### config.mk
export PLATFORM = sky130hd
export DESIGN_NAME = mesh_neighbor_table
export DESIGN_NICKNAME = d
export VERILOG_FILES = /design/src/sv/mnt_pkg.sv /design/src/sv/mnt_ram.sv /design/src/sv/mesh_neighbor_table.sv
export VERILOG_INCLUDE_DIRS = /design/src /design/src/sv
export SDC_FILE = /design/constraint.sdc
export NUM_CORES = 2
export LEC_CHECK = 0
export ABC_AREA = 0
export BUFFER_PORTS_ARGS = -buffer_cell sky130_fd_sc_hd__buf_4
export CAP_MARGIN = 15
export CORE_UTILIZATION = 36
export DETAILED_ROUTE_END_ITERATION = 6
export SLEW_MARGIN = 20
export SYNTH_ARGS = -nofsm -noshare
export SYNTH_HDL_FRONTEND = slang
export SYNTH_HIERARCHICAL = 1
export SYNTH_SLANG_ARGS = --single-unit
### constraint.sdc
create_clock -name clk -period 12.6 [get_ports clk]
set_input_delay 1.26 -clock clk [delete_from_list [all_inputs] [get_ports clk]]
set_output_delay 1.26 -clock clk [all_outputs]
set_load 0.01 [all_outputs]
### src/sv/mesh_neighbor_table_macros.svh
// Assertion macros shared by the neighbor table RTL.
`ifndef MESH_NEIGHBOR_TABLE_MACROS_SVH
`define MESH_NEIGHBOR_TABLE_MACROS_SVH

`ifndef SYNTH

// Same-cycle implication, disabled while reset is low.
`define MNT_ASSERT_IMPL(label, clk, rst_n, ante, cons) \
    label: assert property (@(posedge clk) disable iff (!rst_n) (ante) |-> (cons)) \
        else $error("neighbor table check failed");

// Next-cycle implication, disabled while reset is low.
`define MNT_ASSERT_NEXT(label, clk, rst_n, ante, cons) \
    label: assert property (@(posedge clk) disable iff (!rst_n) (ante) |=> (cons)) \
        else $error("neighbor table check failed");

`else

`define MNT_ASSERT_IMPL(label, clk, rst_n, ante, cons)
`define MNT_ASSERT_NEXT(label, clk, rst_n, ante, cons)

`endif

`endif

### src/sv/mnt_pkg.sv
package mnt_pkg;

    // Record modes on the input channel
    localparam logic [1:0] MODE_SOURCE = 2'd0;
    localparam logic [1:0] MODE_RELAY  = 2'd1;
    localparam logic [1:0] MODE_READ   = 2'd2;

    // Result action codes
    typedef enum logic [2:0] {
        ACT_UPDATED  = 3'd0,
        ACT_INSERTED = 3'd1,
        ACT_IGNORED  = 3'd2,
        ACT_FULL     = 3'd3,
        ACT_READ     = 3'd4
    } action_t;

    // Sequencer states
    typedef enum logic [1:0] {
        S_IDLE,
        S_SEARCH,
        S_DONE
    } state_t;

    // Where the entry fields of a result come from
    typedef enum logic [1:0] {
        SRC_ZERO,
        SRC_ITEM,
        SRC_RAM
    } entry_src_t;

    // One table entry as stored in the RAM
    typedef struct packed {
        logic [31:0] id;
        logic [7:0]  rssi;
        logic [31:0] seen;
        logic [31:0] lat;
        logic [31:0] lon;
    } entry_t;

endpackage

### src/sv/mnt_ram.sv
module mnt_ram #(
    parameter int WIDTH = 136,
    parameter int DEPTH = 16
) (
    input  logic                     clk,
    input  logic                     we,
    input  logic [$clog2(DEPTH)-1:0] waddr,
    input  logic [WIDTH-1:0]         wdata,
    input  logic                     rd_en,
    input  logic [$clog2(DEPTH)-1:0] raddr,
    output logic [WIDTH-1:0]         rdata
);

    logic [WIDTH-1:0] mem [DEPTH];
    logic [WIDTH-1:0] rdata_reg;

    // Write port
    always_ff @(posedge clk)
    begin
        if (we)
        begin
            mem[waddr] <= wdata;
        end
    end

    // Registered read, hold data when not reading
    always_ff @(posedge clk)
    begin
        if (rd_en)
        begin
            rdata_reg <= mem[raddr];
        end
    end

    assign rdata = rdata_reg;

endmodule

### src/sv/mesh_neighbor_table.sv
// Mesh neighbor table.
// Input channel (in_valid / in_stall): one record per transfer. Mode 0 is the
// source id of a discovery packet, mode 1 a relayed id of that packet, mode 2
// reads the slot given by read_index. Output channel (out_valid / out_stall):
// exactly one result per record, in order.
// own_node_id is written through cfg_wr_en / cfg_wr_data; the user must do so
// only while the block idles, as the block does not enforce it. Records are
// searched by id through one RAM read port, one entry per cycle, with the
// compare in the cycle after the read. A miss reads every entry before
// appending or reporting a full table; a hit stops at its slot and updates it
// in place; reads and ignored records skip the search. in_stall is high from
// the transfer until the result is handed to the output register, and the next
// transfer can come in the cycle after; the sequential search sets the rate.
// The output register holds a result while out_stall is high; the next record is
// still taken and searched, and waits for that register before finishing.
// Reset empties the table (entry count zero), clears the drop mark and the
// own id; the RAM contents are not cleared, only slots below the count are read.
`include "mesh_neighbor_table_macros.svh"

module mesh_neighbor_table
    import mnt_pkg::*;
#(
    parameter int TABLE_DEPTH = 16
) (
    input  logic               clk,
    input  logic               rst_n,

    input  logic               cfg_wr_en,
    input  logic [31:0]        cfg_wr_data,

    input  logic               in_valid,
    output logic               in_stall,
    input  logic [1:0]         mode,
    input  logic [31:0]        node_id,
    input  logic [7:0]         hop_ttl,
    input  logic signed [7:0]  signal_rssi,
    input  logic [31:0]        now_ms,
    input  logic [31:0]        lat_bits,
    input  logic [31:0]        lon_bits,
    input  logic [3:0]         read_index,

    output logic               out_valid,
    input  logic               out_stall,
    output logic [2:0]         action,
    output logic [3:0]         slot,
    output logic               forward,
    output logic [7:0]         forward_ttl,
    output logic [4:0]         entry_count,
    output logic [31:0]        entry_id,
    output logic signed [7:0]  entry_rssi,
    output logic [31:0]        entry_last_seen,
    output logic [31:0]        entry_lat,
    output logic [31:0]        entry_lon
);

    localparam int AW = $clog2(TABLE_DEPTH);
    localparam int CW = $clog2(TABLE_DEPTH + 1);

    // Control state
    state_t          state_reg, state_next;
    logic [CW-1:0]   idx_reg, idx_next;
    logic            pend_reg, pend_next;
    logic [AW-1:0]   pidx_reg, pidx_next;
    logic [CW-1:0]   count_reg, count_next;
    logic            dropped_reg, dropped_next;
    logic [31:0]     own_id_reg;
    logic            out_valid_reg, out_valid_next;

    // Working record and partial result
    entry_t          item_reg, item_next;
    logic            fwd_reg, fwd_next;
    logic [7:0]      fwd_ttl_reg, fwd_ttl_next;
    action_t         act_reg, act_next;
    logic [3:0]      slot_reg, slot_next;
    entry_src_t      src_reg, src_next;

    // Output register
    logic            res_load;
    action_t         res_action_reg;
    logic [3:0]      res_slot_reg;
    logic            res_fwd_reg;
    logic [7:0]      res_fwd_ttl_reg;
    logic [4:0]      res_count_reg;
    entry_t          res_entry_reg;
    entry_t          res_entry;

    // RAM port
    logic            ram_we;
    logic [AW-1:0]   ram_waddr;
    logic            ram_rd_en;
    logic [AW-1:0]   ram_raddr;
    entry_t          ram_rdata;
    logic            accept;
    logic            hit;

    assign in_stall = (state_reg != S_IDLE);
    assign accept   = in_valid && !in_stall;
    assign hit      = pend_reg && (ram_rdata.id == item_reg.id);

    mnt_ram #(
        .WIDTH ($bits(entry_t)),
        .DEPTH (TABLE_DEPTH)
    ) u_ram (
        .clk   (clk),
        .we    (ram_we),
        .waddr (ram_waddr),
        .wdata (item_reg),
        .rd_en (ram_rd_en),
        .raddr (ram_raddr),
        .rdata (ram_rdata)
    );

    // Next state, search sequencing and result build-up
    always_comb
    begin
        state_next     = state_reg;
        idx_next       = idx_reg;
        pend_next      = pend_reg;
        pidx_next      = pidx_reg;
        count_next     = count_reg;
        dropped_next   = dropped_reg;
        item_next      = item_reg;
        fwd_next       = fwd_reg;
        fwd_ttl_next   = fwd_ttl_reg;
        act_next       = act_reg;
        slot_next      = slot_reg;
        src_next       = src_reg;
        ram_we         = 1'b0;
        ram_waddr      = pidx_reg;
        ram_rd_en      = 1'b0;
        ram_raddr      = idx_reg[AW-1:0];
        res_load       = 1'b0;
        out_valid_next = out_valid_reg && out_stall;

        unique case (state_reg)
            S_IDLE:
            begin
                if (accept)
                begin
                    item_next    = '{id: node_id, rssi: signal_rssi, seen: now_ms,
                                     lat: lat_bits, lon: lon_bits};
                    fwd_next     = 1'b0;
                    fwd_ttl_next = '0;
                    act_next     = ACT_IGNORED;
                    slot_next    = '0;
                    src_next     = SRC_ZERO;
                    idx_next     = '0;
                    pend_next    = 1'b0;
                    state_next   = S_DONE;
                    unique case (mode)
                        MODE_SOURCE:
                        begin
                            if (node_id == own_id_reg)
                            begin
                                dropped_next = 1'b1;
                            end
                            else
                            begin
                                dropped_next = 1'b0;
                                fwd_next     = (hop_ttl != 8'd0);
                                fwd_ttl_next = (hop_ttl != 8'd0) ? (hop_ttl - 8'd1) : 8'd0;
                                state_next   = S_SEARCH;
                            end
                        end
                        MODE_RELAY:
                        begin
                            if (!dropped_reg && (node_id != own_id_reg))
                            begin
                                state_next = S_SEARCH;
                            end
                        end
                        MODE_READ:
                        begin
                            act_next  = ACT_READ;
                            slot_next = read_index;
                            if (32'(read_index) < 32'(count_reg))
                            begin
                                ram_rd_en = 1'b1;
                                ram_raddr = AW'(read_index);
                                src_next  = SRC_RAM;
                            end
                        end
                        default:
                        begin
                            act_next = ACT_IGNORED;
                        end
                    endcase
                end
            end

            S_SEARCH:
            begin
                pend_next = 1'b0;
                if (hit)
                begin
                    // Update the matching entry in place
                    ram_we     = 1'b1;
                    ram_waddr  = pidx_reg;
                    act_next   = ACT_UPDATED;
                    slot_next  = 4'(pidx_reg);
                    src_next   = SRC_ITEM;
                    state_next = S_DONE;
                end
                else if (idx_reg < count_reg)
                begin
                    // Issue the next read; compare it in the next cycle
                    ram_rd_en = 1'b1;
                    ram_raddr = idx_reg[AW-1:0];
                    pend_next = 1'b1;
                    pidx_next = idx_reg[AW-1:0];
                    idx_next  = idx_reg + CW'(1);
                end
                else if (count_reg == CW'(TABLE_DEPTH))
                begin
                    act_next   = ACT_FULL;
                    slot_next  = '0;
                    src_next   = SRC_ZERO;
                    state_next = S_DONE;
                end
                else
                begin
                    // Append at the end of the table
                    ram_we     = 1'b1;
                    ram_waddr  = count_reg[AW-1:0];
                    act_next   = ACT_INSERTED;
                    slot_next  = 4'(count_reg);
                    src_next   = SRC_ITEM;
                    count_next = count_reg + CW'(1);
                    state_next = S_DONE;
                end
            end

            S_DONE:
            begin
                // Hand the result over once the output register is free
                if (!out_valid_reg || !out_stall)
                begin
                    res_load       = 1'b1;
                    out_valid_next = 1'b1;
                    state_next     = S_IDLE;
                end
            end

            default:
            begin
                state_next = S_IDLE;
            end
        endcase
    end

    // Pick the entry fields of the result
    always_comb
    begin
        case (src_reg)
            SRC_ITEM: res_entry = item_reg;
            SRC_RAM:  res_entry = ram_rdata;
            default:  res_entry = '0;
        endcase
    end

    // Control registers
    always_ff @(posedge clk or negedge rst_n)
    begin
        if (!rst_n)
        begin
            state_reg     <= S_IDLE;
            idx_reg       <= '0;
            pend_reg      <= 1'b0;
            count_reg     <= '0;
            dropped_reg   <= 1'b0;
            own_id_reg    <= '0;
            out_valid_reg <= 1'b0;
        end
        else
        begin
            state_reg     <= state_next;
            idx_reg       <= idx_next;
            pend_reg      <= pend_next;
            count_reg     <= count_next;
            dropped_reg   <= dropped_next;
            out_valid_reg <= out_valid_next;
            if (cfg_wr_en)
            begin
                own_id_reg <= cfg_wr_data;
            end
        end
    end

    // Working and output payload registers
    always_ff @(posedge clk)
    begin
        pidx_reg    <= pidx_next;
        item_reg    <= item_next;
        fwd_reg     <= fwd_next;
        fwd_ttl_reg <= fwd_ttl_next;
        act_reg     <= act_next;
        slot_reg    <= slot_next;
        src_reg     <= src_next;
        if (res_load)
        begin
            res_action_reg  <= act_reg;
            res_slot_reg    <= slot_reg;
            res_fwd_reg     <= fwd_reg;
            res_fwd_ttl_reg <= fwd_ttl_reg;
            res_count_reg   <= 5'(count_reg);
            res_entry_reg   <= res_entry;
        end
    end

    assign out_valid       = out_valid_reg;
    assign action          = res_action_reg;
    assign slot            = res_slot_reg;
    assign forward         = res_fwd_reg;
    assign forward_ttl     = res_fwd_ttl_reg;
    assign entry_count     = res_count_reg;
    assign entry_id        = res_entry_reg.id;
    assign entry_rssi      = res_entry_reg.rssi;
    assign entry_last_seen = res_entry_reg.seen;
    assign entry_lat       = res_entry_reg.lat;
    assign entry_lon       = res_entry_reg.lon;

    // Checks
    `MNT_ASSERT_IMPL(a_count_bound, clk, rst_n, 1'b1, 32'(count_reg) <= 32'(TABLE_DEPTH))
    `MNT_ASSERT_IMPL(a_read_in_table, clk, rst_n, ram_rd_en, 32'(ram_raddr) < 32'(count_reg))
    `MNT_ASSERT_NEXT(a_write_in_table, clk, rst_n, ram_we, 32'($past(ram_waddr)) < 32'(count_reg))
    `MNT_ASSERT_IMPL(a_count_step, clk, rst_n, !$stable(count_reg),
                     32'(count_reg) == 32'($past(count_reg)) + 32'd1)
    `MNT_ASSERT_NEXT(a_done_waits, clk, rst_n,
                     (state_reg == S_DONE) && out_valid_reg && out_stall,
                     state_reg == S_DONE)

endmodule

-- Word-level counts from Yosys, hierarchy flattened
Memories as Yosys holds them, arrays and structs flattened. A register that Yosys moved wholly into a read port is not among the register bits.
Index checks and enable logic that the tools add are counted.
- register bits after elaboration: 362
- latch bits: 0
- bits in writable memories: 2176
- memory bits (read-only): 0
- output and inout bits: 159
- logic and storage cells: 137
- memories kept: 1
- add/sub/neg operators: 3
- multipliers: 0
- divide/modulo/power cells: 0
- magnitude comparators: 2
- equality and inequality tests: 15
- shift-type cells: 0
- mux-type cells: 59
- bitwise logic cells: 5
- reductions and logical operators: 24
- memories (memory ; depth ; width ; rd ports ; clocked after Yosys merged registers in ; wr ports ; line ; RTL):
    u_ram.mem ; 16 ; 136 ; 1 ; 1 ; 1 ; mnt_ram.sv:14 ; logic [WIDTH-1:0] mem [DEPTH];
- operators with widths (kind ; number):
    $pmux 136 s2 ; 1
    $eq 32x32->1 ; 2
    $mux 4 ; 13
    $ne 32x32->1 ; 1
    $mux 2 ; 12
    $mux 1 ; 18
    $mux 5 ; 3
    $mux 3 ; 4
    $reduce_and 3->1 ; 4
    $add 5x1->5 const B ; 2
    $pmux 5 s2 ; 1
    $ne 2x2->1 const B ; 4
    $pmux 2 s2 ; 2
    $pmux 4 s2 ; 1
    $reduce_and 4->1 ; 2
    $reduce_bool 8->1 ; 1
    $sub 8x1->8 const B ; 1
    $eq 2x1->1 const B ; 3
    $eq 2x2->1 const B ; 3
    $pmux 2 s3 ; 1
    $pmux 3 s2 ; 1
    $eq 5x5->1 const B ; 1
    $lt 4x5->1 ; 1
    $lt 5x5->1 ; 1
    other kinds (11) ; 25

-- Depth between registers and ports, before layout
- depth in word-level cells: 7
- depth in mapped cells: 15

-- Hierarchy
Netlist, hierarchy kept.
- modules (own cells, without submodules) (module ; times used ; cells each ; area each (um2) ; sequential area each (um2)):
    mnt_ram ; 1 ; 3548 ; 85708.5 ; 69426.6
    mesh_neighbor_table ; 1 ; 962 ; 14502.7 ; 10635.2

-- Least setup slack after synthesis
Ideal clock, no wire load.
- kind: register to register
- from: register item_reg[112] in the netlist's numbering
- to: memory u_ram.mem[0][0] (enable)
- library setup time: 0.798 ns
- data arrival time: 12.062 ns
- required time: 11.802 ns
- setup slack: -0.260 ns
- stages on the path, launching flop included: 9
- buffers on the path: 1
- period minus slack after synthesis: 12.860 ns
- path through: edfxtp_1 > or2b_1 > o2111ai_1 > or4_4 > or4_4 > buf_6 > o21ai_0 > or3b_2 > nor3_1
- longest elaborated chain between the ends: 6
- elaborated cells between the ends (all ways): 8
- classes of those cells: eq/ne (1); mux (6); reduce/logical (1)
- RTL lines (element ; line ; RTL):
    from (decl) ; mesh_neighbor_table.sv:70 ; entry_t item_reg, item_next;
    from (signal assigned) ; mesh_neighbor_table.sv:293 ; item_reg <= item_next;
    $eq 32x32->1 ; mesh_neighbor_table.sv:98 ; assign hit = pend_reg && (ram_rdata.id == item_reg.id);
    $logic_and 1x1->1 ; mesh_neighbor_table.sv:98 ;
    $mux 1 ; mesh_neighbor_table.sv:194 ; if (hit)
    $mux 1 ; mesh_neighbor_table.sv:135 ; unique case (state_reg)
    via ram_we ; mesh_neighbor_table.sv:88 ; logic ram_we;
    $mux 1 ; mnt_ram.sv:20 ; if (we)
    $mux 1 (not written as such) ; mnt_ram.sv:22 ; mem[waddr] <= wdata;
    to (decl) ; mnt_ram.sv:14 ;
The timed path passes the listed nets, and every way through them passes these cells.

-- Worst setup path after layout
- from: register item_reg[118] in the netlist's numbering
- to: memory u_ram.mem[6][33] (enable)
- elaborated cells between the ends (all ways): 8
- classes of those cells: eq/ne (1); mux (6); reduce/logical (1)
- RTL lines (element ; line ; RTL):
    $eq 32x32->1 ; mesh_neighbor_table.sv:98 ;
    $logic_and 1x1->1 ; mesh_neighbor_table.sv:98 ;
    $mux 4 ; mesh_neighbor_table.sv:194 ;
    $mux 4 ; mesh_neighbor_table.sv:135 ;
    via ram_waddr[0] ; mesh_neighbor_table.sv:89 ; logic [AW-1:0] ram_waddr;
The timed path passes the listed nets, and every way through them passes these cells.

==> results.md <==
- Status: finished, final reports clean
- Placed cells: 8,403
- Core Box Area: 277,000 µm²
- Reg2reg setup slack: 6.00 ns
- Synth Net Count: 4,710
- Number of synthesized flops with an enable pin: 2,627
- Worst vdd ir: 0.142 mV
- Register Area: 80,100 µm²
- Vias/cell: 5.46
- Crit-path max cell delay: 0.88 ns
- Worst R2R Start: item_reg[118]$_DFFE_PP_
- First-pass GRT wire length: 373,000 µm
- Avg WL per Cell: 29.8 µm
- Finished Layout Cells: 8,916
- R2r worst-path depth: 11
- Avg Inst Size Synth: 22.2 µm²
- Cell area after synthesis: 100,000 µm²
- PD cells: 208 nW/µm²
- Synth top area share: 78.7%
- Critical path's slowest cell: buf_4
- Worst Path Class, Setup: register to register
- Die ar.: 280,000 µm²
- Iteration-0 DRC Markers: 5,046
- Area of the multi-input gates: 19,200 µm²
- Most frequent CP cell: buf_4
- Crit end category: register
- LEAKAGE: 36.4 nW
- Type of the tightest min-delay check: primary input to async pin
- Post-synthesis register bit count: 2,674
- Post-DP HPWL: 133,000 µm
- Antenna Violating Nets Remaining: 0
- Root Buffer: clkbuf_16
- Starting Density: 36.2%
- Synth cell count leaders: edfxtp_1, mux4_2, a22oi_1
- Worst endpoint required time: 13.10 ns
- Minimum clock period: 6.60 ns
- Clock Sinks: 2,674
- Clock Skews: 0.0531 ns
- Worst slack, placed: 5.87 ns
- Setup bufs post-CTS: 0
- Gr ovfl total: 0
- All-Layer GR Usage: 18.7%
- Input/output buffers: 345
- Number of global-route vias before repair: 49,800
- Crit path DAT: 7.10 ns
- Final setup vio count: 0
- Yosys warns: 6
- Filler instances: 24,000
- Clock Path Buffers: 4
- Most frequent cell after synthesis: edfxtp_1
- Core Util, Final: 42.1%
- Syn-to-layout area delta: 16.2%
- Post-Syn Instances: 4,510
- Cell variety after synth: 56
- # rows: 193
- CP startpoint kind: register
- Slew Limit Headroom: 6.75%
- Initial antenna violation count: 23
- Die height: 530 µm
- Synth top area cells: edfxtp_1, mux4_2, a22oi_1
- CTS tree: done
- Max cap viols: 0
- Reg-to-Reg End: u_ram/mem[6][33]$_DFFE_PP_
- Chip width: 530 µm
- Yosys top cell by area: edfxtp_1
- Largest register FFs: 2,176
- Setup_tns: 0 ns
- RSZ-0062 raised after global routing: false
- Clock Latency Late Sink: 0.93 ns
- Inserted Clock Buffers: 299
- Final Max Slew Viols: 0
- CTS Hold Bufs: 0
- Htree depth: 5
- Fin. Hold Viols: 0
- Ports: 346
- Layout cells sized above 1: 28.2%
- DR pass1 iterations: 6
- CTS resizes: 0
- Max Freq: 152 MHz
- Final #Nets: 5,200
- Clock transition at path regs: 0.06 ns
- Critical Path Fanout Max: 39
- Total number of vias: 48,700
- Worst-path cell chain: xor2_1, nor4_2, nand2_1, nor4_4, nor2_1, mux2_2, nand2b_1, nor2_4, buf_4, buf_4, buf_4
- PnR worst setup slack: 6.00 ns
- Post-synthesis sequential area ratio: 79.9%
- Worst Max-Slew Pin Slew: 1.40 ns
- Final RePlAce weighted congestion: 0.769
- DRC viols: 0
- Pwr Total: 24.2 mW
- Final Cycle Share: 52.4%
- Detailed Route WL: 266,000 µm
- Largest net degree at the start of global routing: 132
- Post-synth ARST share: 1.76%
- Top FF cell, synth: edfxtp_1
==> cells by family (layout without fill, tap and decap cells) <==
family                   Yosys count  after routing  synth area share, %
flip-flops                      2674           2674                 79.9
multiplexers                     635            635                 12.9
XOR/XNOR                          71             71                0.621
buffers and inverters            257            952                 1.21
AO/OA/AOI/OAI                    455            455                 3.42
other                              0              6                    0
adder cells (fa/ha/maj)           13             13                0.162
AND/OR/NAND/NOR                  405            405                 1.81
==> stage by stage <==
step,area [µm²],hold slack (ns)
2_1_floorplan,100000,0.400
3_3_place_gp,107000,0.400
3_5_place_dp,107000,0.407
4_1_cts,116000,0.396
5_1_grt,116000,0.429
6_report,116000,0.419
==> cells in the final DEF, fill, tap and decap left out, types with 10 or more instances in the layout <==
master / n
edfxtp_1: 2627
mux4_2: 514
buf_4: 408
a22oi_1: 373
clkbuf_16: 306
nor2_1: 159
nand2_1: 122
mux2_2: 93
clkinv_1: 62
clkbuf_1: 59
xor2_1: 50
dfrtp_1: 47
clkinv_2: 42
mux2i_1: 24
nand2b_1: 22
nor2b_1: 20
xnor2_1: 20
buf_12: 19
o221ai_1: 19
inv_1: 15
o21ai_0: 15
bufinv_16: 14
nor2_4: 13
a221oi_1: 12
ha_1: 11
inv_6: 10
==> power by group <==
part	internal (mW)	switching, mW	total, mW
clock network	4.72	3.39	8.11
registers	11.1	0.646	11.7
logic	1.70	2.65	4.36
total	17.5	6.69	24.2
==> per-layer routing <==
metal / share of wire (%) / global-route usage, % / up-vias
met5: 0 / 0 / -
met4: 2.2 / 4.80 / 0
met3: 7.7 / 3.23 / 387
met2: 48 / 29.9 / 2038
met1: 42 / 26.5 / 26300
li1: - / - / 19900
==> cell type report <==
type | instances | share of cell area, %
Sequential cell | 2674 | 68.8
Multi-Input combinational cell | 1579 | 16.5
Clock buffer | 366 | 6.78
Tap cell | 3705 | 3.98
Timing Repair Buffer | 430 | 3.00
Clock inverter | 140 | 0.904
Inverter | 16 | 0.0580
Antenna cell | 6 | 0.0129
==> worst max-delay path by stage <==
stage / from / to / slack (ns) / depth (start not counted)
final: item_reg[118]$_DFFE_PP_ / u_ram/mem[6][33]$_DFFE_PP_ / 6.00 / 11
after global routing: item_reg[118]$_DFFE_PP_ / u_ram/mem[6][33]$_DFFE_PP_ / 5.76 / 11
after CTS: item_reg[118]$_DFFE_PP_ / u_ram/mem[6][33]$_DFFE_PP_ / 5.83 / 11
after detailed placement: item_reg[118]$_DFFE_PP_ / u_ram/mem[6][18]$_DFFE_PP_ / 5.87 / 11
after global placement: item_reg[118]$_DFFE_PP_ / u_ram/mem[6][18]$_DFFE_PP_ / 5.92 / 11
after floorplan: item_reg[112]$_DFFE_PP_ / u_ram/mem[4][0]$_DFFE_PP_ / 0.06 / 8
==> critical path: cells and delay by family, from the launching register on <==
family / cells / cell delay (ns)
and+or+nand+nor: 6 / 2.46
buffers and inverters: 3 / 2.30
DFF: 1 / 0.66
muxes: 1 / 0.43
xor gates and xnor gates: 1 / 0.24
Note: power is estimated with default switching activity, not from simulation.
